### config.mk
export PLATFORM = sky130hd
export DESIGN_NAME = text_grid_layout_unit
export DESIGN_NICKNAME = d
export VERILOG_FILES = /design/src/hw/rtl/tgl_pkg.sv /design/src/hw/rtl/tgl_cfg.sv /design/src/hw/rtl/tgl_core.sv /design/src/hw/rtl/text_grid_layout_unit.sv
export VERILOG_INCLUDE_DIRS = /design/src /design/src/hw/rtl
export SDC_FILE = /design/constraint.sdc
export NUM_CORES = 1
export LEC_CHECK = 0
export CAP_MARGIN = 30
export CORE_MARGIN = 1.5
export CORE_UTILIZATION = 30
export CTS_CLUSTER_DIAMETER = 200
export DETAILED_ROUTE_END_ITERATION = 12
export DONT_BUFFER_PORTS = 1
export RECOVER_POWER = 25
export SLEW_MARGIN = 20
export SYNTH_ARGS = -nofsm -noshare
export SYNTH_HDL_FRONTEND = slang
export SYNTH_SLANG_ARGS = --single-unit
export TNS_END_PERCENT = 20
### constraint.sdc
create_clock -name clk -period 7.86 [get_ports clk]
set_input_delay 0.786 -clock clk [delete_from_list [all_inputs] [get_ports clk]]
set_output_delay 0.786 -clock clk [all_outputs]
set_load 0.005 [all_outputs]
### src/hw/rtl/text_grid_layout_unit_macros.svh
// ---------------------------------------------------------------------------
// text grid layout assertion macros
// shared concurrent assertion forms, clocked on the rising edge, reset masked
// ---------------------------------------------------------------------------
`ifndef TEXT_GRID_LAYOUT_UNIT_MACROS_SVH
`define TEXT_GRID_LAYOUT_UNIT_MACROS_SVH

// implication checked in the next cycle
`define TGL_ASSERT_NEXT(lbl, clk, rst_n, pre, post) \
    lbl: assert property (@(posedge clk) disable iff (!rst_n) (pre) |=> (post)) \
        else $error("text grid layout: next-cycle check failed");

// implication checked in the same cycle
`define TGL_ASSERT_NOW(lbl, clk, rst_n, pre, post) \
    lbl: assert property (@(posedge clk) disable iff (!rst_n) (pre) |-> (post)) \
        else $error("text grid layout: same-cycle check failed");

`endif

### src/hw/rtl/tgl_pkg.sv
// ---------------------------------------------------------------------------
// tgl_pkg
// shared types, register indexes and limits of the text grid layout unit
// ---------------------------------------------------------------------------
`timescale 1ns / 1ps

package tgl_pkg;

    localparam int MAX_COLS = 256;
    localparam int MAX_ROWS = 128;

    localparam logic [8:0]  COLS_LIMIT   = 9'(MAX_COLS);
    localparam logic [7:0]  ROWS_LIMIT   = 8'(MAX_ROWS);

    localparam logic [24:0] SKIP_MAX     = 25'h1FFFFFF;
    localparam logic [15:0] LINE_CNT_MAX = 16'hFFFF;
    localparam logic [16:0] LINE_POS_MAX = 17'h1FFFF;
    localparam logic [7:0]  OUT_ROW_MAX  = 8'hFF;
    localparam logic [8:0]  OUT_COL_MAX  = 9'h1FF;

    localparam logic [7:0]  CHAR_LF      = 8'h0A;
    localparam logic [7:0]  CHAR_CR      = 8'h0D;
    localparam logic [7:0]  CHAR_DEL     = 8'd127;

    typedef enum logic [2:0] {
        REG_LINE_MODE    = 3'd0,
        REG_ROW_OFFSET   = 3'd1,
        REG_COL_OFFSET   = 3'd2,
        REG_SKIP_STRIDE  = 3'd3,
        REG_COLS_VISIBLE = 3'd4,
        REG_ROWS_VISIBLE = 3'd5
    } tgl_reg_e;

    typedef enum logic [1:0] {
        MODE_WRAP = 2'd0,
        MODE_CRLF = 2'd1,
        MODE_LF   = 2'd2,
        MODE_OFF  = 2'd3
    } tgl_mode_e;

    typedef struct packed {
        tgl_mode_e   line_mode;
        logic [15:0] row_offset;
        logic [15:0] col_offset;
        logic [8:0]  cols;
        logic [7:0]  rows;
        logic [24:0] skip_base;
        logic        busy;
    } tgl_cfg_t;

    typedef struct packed {
        logic [24:0] skipped_count;
        logic [15:0] line_count;
        logic [16:0] line_pos;
        logic        cr_flag;
        logic [7:0]  out_row;
        logic [8:0]  out_col;
    } tgl_state_t;

    typedef struct packed {
        logic       shown;
        logic [6:0] cell_row;
        logic [7:0] cell_col;
        logic [7:0] glyph;
        logic       printable;
        logic       done_res;
    } tgl_res_t;

endpackage

### src/hw/rtl/tgl_cfg.sv
// ---------------------------------------------------------------------------
// tgl_cfg
// configuration registers, clamped grid size and registered wrap skip count
// ---------------------------------------------------------------------------
`timescale 1ns / 1ps

module tgl_cfg (
    input  logic              clk,
    input  logic              rst_n,
    input  logic              cfg_valid,
    output logic              cfg_ready,
    input  logic [2:0]        cfg_index,
    input  logic [15:0]       cfg_data,
    output tgl_pkg::tgl_cfg_t cfg
);
    import tgl_pkg::*;

    tgl_mode_e   line_mode_reg;
    logic [15:0] row_offset_reg;
    logic [15:0] col_offset_reg;
    logic [8:0]  skip_stride_reg;
    logic [8:0]  cols_visible_reg;
    logic [7:0]  rows_visible_reg;
    logic [24:0] skip_base_reg;
    logic [24:0] skip_base_next;
    logic        busy_reg;
    logic        busy_next;
    logic        wr_en;

    assign cfg_ready = 1'b1;
    assign wr_en     = cfg_valid && cfg_ready;

    assign skip_base_next = 25'(row_offset_reg) * 25'(skip_stride_reg) + 25'(col_offset_reg);
    // skip base is registered from the offset and stride registers that a write updates
    assign busy_next      = wr_en;

    always_ff @(posedge clk or negedge rst_n)
    begin
        if (!rst_n)
        begin
            line_mode_reg    <= MODE_WRAP;
            row_offset_reg   <= '0;
            col_offset_reg   <= '0;
            skip_stride_reg  <= 9'd80;
            cols_visible_reg <= 9'd80;
            rows_visible_reg <= 8'd25;
            skip_base_reg    <= '0;
            busy_reg         <= 1'b0;
        end
        else
        begin
            skip_base_reg <= skip_base_next;
            busy_reg      <= busy_next;
            if (wr_en)
            begin
                unique case (cfg_index)
                    REG_LINE_MODE:    line_mode_reg    <= tgl_mode_e'(cfg_data[1:0]);
                    REG_ROW_OFFSET:   row_offset_reg   <= cfg_data;
                    REG_COL_OFFSET:   col_offset_reg   <= cfg_data;
                    REG_SKIP_STRIDE:  skip_stride_reg  <= cfg_data[8:0];
                    REG_COLS_VISIBLE: cols_visible_reg <= cfg_data[8:0];
                    REG_ROWS_VISIBLE: rows_visible_reg <= cfg_data[7:0];
                    default:          ;
                endcase
            end
        end
    end

    always_comb
    begin
        cfg.line_mode  = line_mode_reg;
        cfg.row_offset = row_offset_reg;
        cfg.col_offset = col_offset_reg;
        cfg.cols       = (cols_visible_reg > COLS_LIMIT) ? COLS_LIMIT : cols_visible_reg;
        cfg.rows       = (rows_visible_reg > ROWS_LIMIT) ? ROWS_LIMIT : rows_visible_reg;
        cfg.skip_base  = skip_base_reg;
        cfg.busy       = busy_reg;
    end

endmodule

### src/hw/rtl/tgl_core.sv
// ---------------------------------------------------------------------------
// tgl_core
// layout state and the per-byte placement logic for the wrap, CR/LF and LF modes
// ---------------------------------------------------------------------------
`timescale 1ns / 1ps
`include "text_grid_layout_unit_macros.svh"

module tgl_core (
    input  logic              clk,
    input  logic              rst_n,
    input  tgl_pkg::tgl_cfg_t cfg,
    input  logic              advance,
    input  logic [7:0]        data_byte,
    input  logic              last_byte,
    output tgl_pkg::tgl_res_t res
);
    import tgl_pkg::*;

    tgl_state_t  state_reg;
    tgl_state_t  state_next;
    tgl_state_t  step;
    logic [8:0]  col_inc;
    logic [16:0] pos_diff;
    logic        ends;

    always_comb
    begin
        step         = state_reg;
        res          = '0;
        res.glyph    = data_byte;
        res.printable = (data_byte < CHAR_DEL);
        res.done_res = last_byte;
        col_inc      = (state_reg.out_col != OUT_COL_MAX) ? state_reg.out_col + 9'd1
                                                          : state_reg.out_col;
        pos_diff     = state_reg.line_pos - {1'b0, cfg.col_offset};
        ends         = 1'b0;

        unique case (cfg.line_mode)
            MODE_WRAP:
            begin
                if (state_reg.skipped_count < cfg.skip_base)
                begin
                    if (state_reg.skipped_count != SKIP_MAX)
                        step.skipped_count = state_reg.skipped_count + 25'd1;
                end
                else
                begin
                    if (state_reg.out_row < cfg.rows && state_reg.out_col < cfg.cols)
                    begin
                        res.shown    = 1'b1;
                        res.cell_row = state_reg.out_row[6:0];
                        res.cell_col = state_reg.out_col[7:0];
                    end
                    if (col_inc >= cfg.cols)
                    begin
                        step.out_col = '0;
                        if (state_reg.out_row != OUT_ROW_MAX)
                            step.out_row = state_reg.out_row + 8'd1;
                    end
                    else
                    begin
                        step.out_col = col_inc;
                    end
                end
            end
            MODE_CRLF, MODE_LF:
            begin
                if (cfg.line_mode == MODE_LF)
                    ends = (data_byte == CHAR_LF);
                else
                    ends = state_reg.cr_flag && (data_byte == CHAR_LF);
                step.cr_flag = (data_byte == CHAR_CR);

                if (state_reg.line_count >= cfg.row_offset && state_reg.out_row < cfg.rows &&
                    state_reg.line_pos >= {1'b0, cfg.col_offset} &&
                    pos_diff < {8'd0, cfg.cols})
                begin
                    res.shown    = 1'b1;
                    res.cell_row = state_reg.out_row[6:0];
                    res.cell_col = pos_diff[7:0];
                end

                if (ends)
                begin
                    step.line_pos = '0;
                    if (state_reg.line_count < cfg.row_offset)
                    begin
                        if (state_reg.line_count != LINE_CNT_MAX)
                            step.line_count = state_reg.line_count + 16'd1;
                    end
                    else if (state_reg.out_row != OUT_ROW_MAX)
                    begin
                        step.out_row = state_reg.out_row + 8'd1;
                    end
                end
                else if (state_reg.line_pos != LINE_POS_MAX)
                begin
                    step.line_pos = state_reg.line_pos + 17'd1;
                end
            end
            default:
            begin
            end
        endcase

        // end of buffer returns the layout to its start
        state_next = last_byte ? tgl_state_t'('0) : step;
    end

    always_ff @(posedge clk or negedge rst_n)
    begin
        if (!rst_n)
            state_reg <= '0;
        else if (advance)
            state_reg <= state_next;
    end

    `TGL_ASSERT_NEXT(a_clear_after_last, clk, rst_n, advance && last_byte, state_reg == '0)
    `TGL_ASSERT_NEXT(a_hold_when_idle, clk, rst_n, !advance, $stable(state_reg))
    `TGL_ASSERT_NEXT(a_off_mode_frozen, clk, rst_n, advance && !last_byte && cfg.line_mode == MODE_OFF, $stable(state_reg))
    `TGL_ASSERT_NOW(a_shown_in_grid, clk, rst_n, res.shown, {1'b0, res.cell_col} < cfg.cols)

endmodule

### src/hw/rtl/text_grid_layout_unit.sv
// a request is registered on acceptance, its result when the core advances
// throughput: one request per cycle without stalls, limited by the single core state update
// a configuration write holds back processing while the skip base settles
// reset: asynchronous active low, registers return to defaults and layout state clears
// ---------------------------------------------------------------------------
// text_grid_layout_unit
// places a byte stream on a character grid, in wrap, CR/LF or LF line mode
// ---------------------------------------------------------------------------
`timescale 1ns / 1ps

module text_grid_layout_unit (
    input  logic        clk,
    input  logic        rst_n,
    input  logic        cfg_valid,
    output logic        cfg_ready,
    input  logic [2:0]  cfg_index,
    input  logic [15:0] cfg_data,
    input  logic        in_valid,
    output logic        in_ready,
    input  logic [7:0]  data_byte,
    input  logic        last_byte,
    output logic        out_valid,
    input  logic        out_ready,
    output logic        shown,
    output logic [6:0]  cell_row,
    output logic [7:0]  cell_col,
    output logic [7:0]  glyph,
    output logic        printable,
    output logic        done_res
);
    import tgl_pkg::*;

    tgl_cfg_t   cfg;
    tgl_res_t   res;
    tgl_res_t   res_reg;
    logic       in_valid_reg;
    logic       in_valid_next;
    logic [7:0] in_byte_reg;
    logic       in_last_reg;
    logic       out_valid_reg;
    logic       out_valid_next;
    logic       out_free;
    logic       advance;

    tgl_cfg u_cfg (
        .clk       (clk),
        .rst_n     (rst_n),
        .cfg_valid (cfg_valid),
        .cfg_ready (cfg_ready),
        .cfg_index (cfg_index),
        .cfg_data  (cfg_data),
        .cfg       (cfg)
    );

    tgl_core u_core (
        .clk       (clk),
        .rst_n     (rst_n),
        .cfg       (cfg),
        .advance   (advance),
        .data_byte (in_byte_reg),
        .last_byte (in_last_reg),
        .res       (res)
    );

    assign out_free       = !out_valid_reg || out_ready;
    assign advance        = in_valid_reg && out_free && !cfg.busy;
    assign in_ready       = !in_valid_reg || advance;
    assign in_valid_next  = in_ready ? in_valid : in_valid_reg;
    assign out_valid_next = out_free ? advance : out_valid_reg;

    always_ff @(posedge clk or negedge rst_n)
    begin
        if (!rst_n)
        begin
            in_valid_reg  <= 1'b0;
            out_valid_reg <= 1'b0;
        end
        else
        begin
            in_valid_reg  <= in_valid_next;
            out_valid_reg <= out_valid_next;
        end
    end

    always_ff @(posedge clk)
    begin
        if (in_valid && in_ready)
        begin
            in_byte_reg <= data_byte;
            in_last_reg <= last_byte;
        end
        if (advance)
            res_reg <= res;
    end

    assign out_valid = out_valid_reg;
    assign shown     = res_reg.shown;
    assign cell_row  = res_reg.cell_row;
    assign cell_col  = res_reg.cell_col;
    assign glyph     = res_reg.glyph;
    assign printable = res_reg.printable;
    assign done_res  = res_reg.done_res;

endmodule

==> results of run 1 <==
cells by family (layout without fill, tap and decap cells):
family | Yosys count | in the layout
flip-flops | 199 | 199
AND/OR/NAND/NOR | 591 | 591
multiplexers | 41 | 41
AO/OA/AOI/OAI | 284 | 284
other | 1 | 1
XOR/XNOR | 65 | 65
buffers and inverters | 261 | 246
adder cells (fa/ha/maj) | 269 | 269
cell usage in the layout (no fill, tap or decap), types with 13 or more instances in the layout:
cell type / n
a21o_1: 27
a21oi_1: 51
and2_1: 88
and3_1: 20
and4_1: 13
clkbuf_16: 17
dfrtp_1: 157
edfxtp_1: 35
fa_1: 112
ha_1: 157
inv_1: 200
mux2_2: 29
nand2_1: 210
nand2b_1: 27
nand3_1: 45
nand4_1: 33
nor2_1: 83
nor4_1: 15
o21a_1: 13
o21ai_0: 80
o21ai_1: 14
xnor2_1: 34
xor2_1: 31
metal layers:
layer | vias up | global-route usage | part of all wire
met1 | 5927 | 0.199 | 0.47
met4 | 0 | 0.0366 | 0.017
met2 | 262 | 0.228 | 0.45
met5 | - | 0 | 0
li1 | 5771 | - | -
met3 | 43 | 0.0406 | 0.067
cell type report:
class                   count  area (um2)
fillers                  5484       35400
clock inverters            14         166
inverters                 202         758
repair buffers             12         118
multi-input cells        1251       10000
clock buffers              18         439
flip-flops and latches    199        5160
well taps                 688         861
worst max path at each step:
stage | to | startpoint | depth (start not counted) | slack (ps)
4_1_cts | u_cfg.skip_base_reg[23] | u_cfg.skip_stride_reg[2] | 18 | 1940
3_3_place_gp | u_cfg.skip_base_reg[23] | u_cfg.skip_stride_reg[5] | 18 | 2050
6_report | u_cfg.skip_base_reg[24] | u_cfg.skip_stride_reg[2] | 18 | 1850
5_1_grt | u_cfg.skip_base_reg[24] | u_cfg.skip_stride_reg[2] | 18 | 1460
3_5_place_dp | u_cfg.skip_base_reg[24] | u_cfg.skip_stride_reg[2] | 18 | 1950
2_1_floorplan | u_cfg.skip_base_reg[23] | u_cfg.skip_stride_reg[6] | 19 | 2230
Yosys cell counts (31+ instances only):
cell        n
nand2_1   210
fa_1      112
nand4_1    33
inv_1     200
nand3_1    45
clkbuf_1   51
nor2_1     84
xor2_1     31
xnor2_1    34
o21ai_0    80
a21oi_1    52
edfxtp_1   35
and2_1     88
ha_1      157
dfrtp_1   157
stage by stage:
step                 util  hold WS (ps)  power [W]  instance area (um2)  setup WS, ps
floorplan               -           424    0.00617                16200          2230
global placement    0.319           458    0.00735                16900          2050
detailed placement  0.319           457    0.00750                16900          1950
CTS                 0.331         0.852    0.00848                17500          1940
global route        0.331          3.96    0.00940                17600          1460
finish              0.331          30.2    0.00842                17600          1850
power by group:
group | total [W] | internal [W] | switching [W]
combinational | 0.00601 | 0.00257 | 0.00344
clock | 0.000906 | 0.000440 | 0.000466
sequential | 0.00151 | 0.00132 | 0.000190
==> flow_summary.toml, run 1 <==
[clocking]
cts_made_buffers = 17
cts.clk_slew.worst_paths_ps = 80
htreeDepth = 4
post_cts_buffers = 0
clock_sinks = 199
ctsRootBufferMaster = "clkbuf_16"
cts_hold_buf = 2
clkLatencyLatePin_ps = 470
post_cts_resized = 0
ctsLongestPathBuffers = 2
cts_tree = "done"

[worst_setup_path]
cp.arrival_ps = 6400
start_kind = "register"
cp.required_ps = 8250
r2r-end = "u_cfg.skip_base_reg[24]"
cp_top_family = "adder cells"
worstReg2RegStart = "u_cfg.skip_stride_reg[2]"
cpPeakStageDelay_ps = 690
path_cells = "nand2_1, fa_1, inv_1, fa_1, fa_1, fa_1, inv_1, fa_1, inv_1, ha_1, a211oi_1, o21ai_0, a32oi_1, o41ai_1, o31ai_1, nand2_1, a2111o_1, nand3_1"
r2r_cells = 18
reg2reg_slack_ps = 1850
crit_path_max_fanout = 17
critPathCaptureType = "register"
path_class = "register to register"
cp_num_buf_inv = 3
slowest_stage = "dfrtp_1"
crit_path_frequent_cell = "fa_1"

[routing]
dr.first_iter.drc_count = 834
vias_per_cell = 5.03
vias = 12000
first_pass_iters = 9
drc = 0
avgRoutedWirePerCell_um = 16.9
drt_wl_total_um = 40200
drtAntennaViolNets = 0

[sta]
fin_crit_sh = 0.765
drv_slew = 0
hold_viol = 0
finClkSkew_ps = 15.3
post-route-min-period_ps = 6010
max_freq_ghz = 0.166
max_slew_margin = 0.383
finalSetupViolations = 0
setup_tns_ps = 0
rsz0062_at_grt = "false"
max_slew.worst_pin.slew_ps = 915

[global_route]
antenna_found_initial = 0
grt_overflow = 0
grt_pass1_wl_um = 64400
grt_pass1_vias = 11800
grt_max_degree = 122
grt_use_total = 0.146

[cells_and_area]
drive_gt1_frac = 0.0554
diodes = 0
largest_reg_flops = 76
fin_nets = 1985
final_cell_count_no_fill = 2384
areaGrowthSynthToFinish_pct = 8.39

[logic_synthesis]
avgSynthCellArea_um2 = 9.46
synth_edf_count = 35
syn_inst = 1711
synth_top_area_cell = "dfrtp_1"
synthAdderAreaFrac = 0.260
postSynth.asyncResetShare = 0.824
synth_top_cell_area_share = 0.243
synthFlopType = "dfrtp_1"
synthXorXnorAreaFrac = 0.0352
yosys-top-cells-area = "dfrtp_1, fa_1, ha_1, edfxtp_1, nand2_1"
synth_nets = 2013
yosysWarnings = 0
synth_compound_area_frac = 0.113
synth_top_family_by_area = "adder cells"
synthMuxAreaShare = 0.0277
yosys.area_share.simple = 0.183
seq_area_frac_synth = 0.319
yosys_register_bits = 199
yosysUniqueCellTypes = 75
synth_area_um2 = 16200

[floorplan]
die_y_um = 235
ios = 62
fp.dieArea_um2 = 55400
initial_utilization = 0.306
coreArea_um2 = 53000
rows = 84
die_w_um = 235

[worst_hold_path]
hold_class = "input pin to async pin"

[power_and_ir_drop]
peakVddDrop_mv = 0.534
p_per_area_nw_per_um2 = 480
leakage_nw = 8.22

[placed_design]
gp_congestion = 0.875
placed_cells = 2347
hpwlAfterDp_um = 31500
io_buffers = 0

[job]
cap_violations = 0

[run_status]
status = "finished, final reports clean"
(Power assumes the default switching activity.)
==> run 2: changes to the inputs <==
--- a/config.mk
+++ b/config.mk
@@ -6,6 +6,7 @@
 export SDC_FILE = /design/constraint.sdc
 export NUM_CORES = 1
 export LEC_CHECK = 0
+export ABC_AREA = 1
 export CAP_MARGIN = 30
 export CORE_MARGIN = 1.5
 export CORE_UTILIZATION = 30
==> constraint.sdc (replaced) <==
create_clock -name clk -period 5.4 [get_ports clk]
set_input_delay 0.54 -clock clk [delete_from_list [all_inputs] [get_ports clk]]
set_output_delay 0.54 -clock clk [all_outputs]
set_load 0.005 [all_outputs]
==> run 2 against run 1 <==
  * Clock-buffer cell count shrank 1
  * Die area rose by 6.1%
  * Highest routed layer unchanged
  * Synthesized cell count grew 28%
  * Routed wire length up 8.2%
  * Clock power up 52%
  * Cell count rose by 23%
  * Non-clock buffer count grew 9
  * The flow now finishes with violations (max-capacitance violations, max-slew violations)
  * Global-route usage grew 0.55 points
==> flow_summary.toml, run 2 <==
[logic_synthesis]
synth_edf_count = 35
synth.most_common_cell = "nand2_1"
seq_area_frac_synth = 0.300
synth_top_area_cell = "dfrtp_1"
postSynth.asyncResetShare = 0.824
ys_top_cells_by_count = "nand2_1, inv_1, dfrtp_1, ha_1, nor2_1"
synth_nets = 2485
yosys_register_bits = 199
yosysUniqueCellTypes = 60
syn_inst = 2183
synth_area_um2 = 17200
avgSynthCellArea_um2 = 7.88
yosysWarnings = 0
yosys-top-cells-area = "dfrtp_1, fa_1, nand2_1, ha_1, inv_1"
synth_top_cell_area_share = 0.229
synthFlopType = "dfrtp_1"

[worst_setup_path]
slowest_stage = "dfstp_4"
start_kind = "register"
endpoint = "u_cfg.skip_base_reg[23]"
cp.arrival_ps = 5450
r2r-end = "u_cfg.skip_base_reg[23]"
r2r_cells = 19
path_class = "register to register"
reg2reg_slack_ps = 330
cpPeakStageDelay_ps = 750
path_cells = "nand2_1, inv_1, fa_1, fa_1, fa_1, fa_1, inv_1, fa_1, inv_1, ha_1, a21oi_1, o21ai_0, a21oi_1, nand3_2, nand3_1, nand2_1, nand3_1, nand2_1, xor2_1"
crit_path_max_fanout = 17
worstReg2RegStart = "u_cfg.skip_stride_reg[4]"
cp.required_ps = 5780
crit_path_frequent_cell = "fa_1"
critPathCaptureType = "register"
startpoint = "u_cfg.skip_stride_reg[4]"

[power_and_ir_drop]
peakVddDrop_mv = 0.351
leakage_nw = 9.72
total_power_w = 0.00859
p_per_area_nw_per_um2 = 460

[cells_and_area]
largest_reg_flops = 76
mostFrequentLayoutCells = "nand2_1, inv_1, ha_1, dfrtp_1, nor2_1"
fillers = 5944
multi_input_area_um2 = 10200
final_common_cell = "nand2_1"
seqCellArea_um2 = 5180
diodes = 0
drive_gt1_frac = 0.0585
final_core_util = 0.331
areaGrowthSynthToFinish_pct = 8.64
final_cell_area_um2 = 18700
fin_nets = 2460

[routing]
drtAntennaViolNets = 0
first_pass_iters = 5
vias = 14100
dr.first_iter.drc_count = 971
drt_wl_total_um = 43500
avgRoutedWirePerCell_um = 14.9
vias_per_cell = 4.80
drc = 0

[global_route]
grt_use_total = 0.152
grt_overflow = 0
grt_pass1_wl_um = 71500
grt_pass1_vias = 14000
grt_max_degree = 165
antenna_found_initial = 1

[floorplan]
rows = 87
die_y_um = 242
coreArea_um2 = 56500
initial_utilization = 0.304
die_w_um = 242
ios = 62
fp.dieArea_um2 = 58800

[sta]
max_slew.worst_pin.slew_ps = 4240
max_slew_margin = -1.83
max_freq_ghz = 0.197
fin_crit_sh = 0.939
finClkSkew_ps = 18.9
setup_tns_ps = 0
drv_slew = 165
hold_viol = 0
post-route-min-period_ps = 5070
rsz0062_at_grt = "false"
finalSetupViolations = 0
setup_ws_ps = 328

[clocking]
clock_sinks = 199
cts.clk_slew.worst_paths_ps = 90
ctsLongestPathBuffers = 2
cts_tree = "done"
post_cts_buffers = 0
htreeDepth = 4
ctsRootBufferMaster = "clkbuf_16"
cts_made_buffers = 17
clkLatencyLatePin_ps = 500

[placed_design]
hpwlAfterDp_um = 34000
place_ws_ps = 106
dpl_cell_area_um2 = 18000
gp_congestion = 0.890
io_buffers = 0

[run_status]
status = "complete, but fails checks"
failed_checks = "max-capacitance violations, max-slew violations"

[worst_hold_path]
hold_class = "input pin to register"

[job]
cap_violations = 1
run 2: worst max-delay path, delay by kind of cell, from the launching register on:
| kind | cells | cell delay [ps] |
|---|---|---|
| buffers and inverters | 3 | 170 |
| adders and majority gates | 6 | 2830 |
| xor gates and xnor gates | 1 | 130 |
| and+or+nand+nor | 6 | 510 |
| AOI/OAI and AO/OA | 3 | 560 |
| DFF | 1 | 750 |
run 2: repair_timing:
action                     4_1_cts  5_1_grt
resized for setup                0       17
hold buffers                     1        0
setup endpoints to repair        0       11
hold endpoints to repair       164        0
run 2: worst min path at each step:
stage / to / cells past startpoint / from
after global placement: u_cfg.row_offset_reg[15] / 0 / rst_n
after detailed placement: u_core.state_reg[73] / 0 / rst_n
after floorplan: in_valid_reg / 0 / rst_n
after global routing: u_cfg.busy_reg / 0 / cfg_valid
final: u_cfg.busy_reg / 0 / cfg_valid
after CTS: u_cfg.busy_reg / 0 / cfg_valid
run 2: layout make-up:
class                           instances  area share
Clock inverter                         15      0.0105
Tap cell                              756      0.0506
Multi-Input combinational cell       1507       0.546
Sequential cell                       199       0.277
Clock buffer                           17      0.0228
Timing Repair Buffer                   21     0.00958
Inverter                              412      0.0828
run 2: logic make-up after synthesis:
group	after synthesis	synth area share
AOI/OAI and AO/OA	245	0.0794
xor gates and xnor gates	64	0.0326
adders and majority gates	269	0.245
buffers and inverters	477	0.108
DFF	199	0.300
muxes	2	0.00124
other	1	0.000218
and+or+nand+nor	926	0.234
run 2: metal layers:
metal  GRT usage  share of wire
met5           0              0
met4      0.0563          0.024
met3      0.0278          0.042
met2       0.248           0.47
met1       0.199           0.46
run 2: per-stage QoR:
stage,hold WS (ps),cells
after global routing,34.6,2927
after global placement,263,2892
after CTS,31.4,2926
after detailed placement,268,2893
final,61.2,2927
after floorplan,244,2183
run 2: report_power, final:
part / switching [W] / leakage [nW] / internal (W)
combinational: 0.00311 / 6.98 / 0.00193
clock: 0.000739 / 0.304 / 0.000645
sequential: 0.000294 / 2.44 / 0.00187
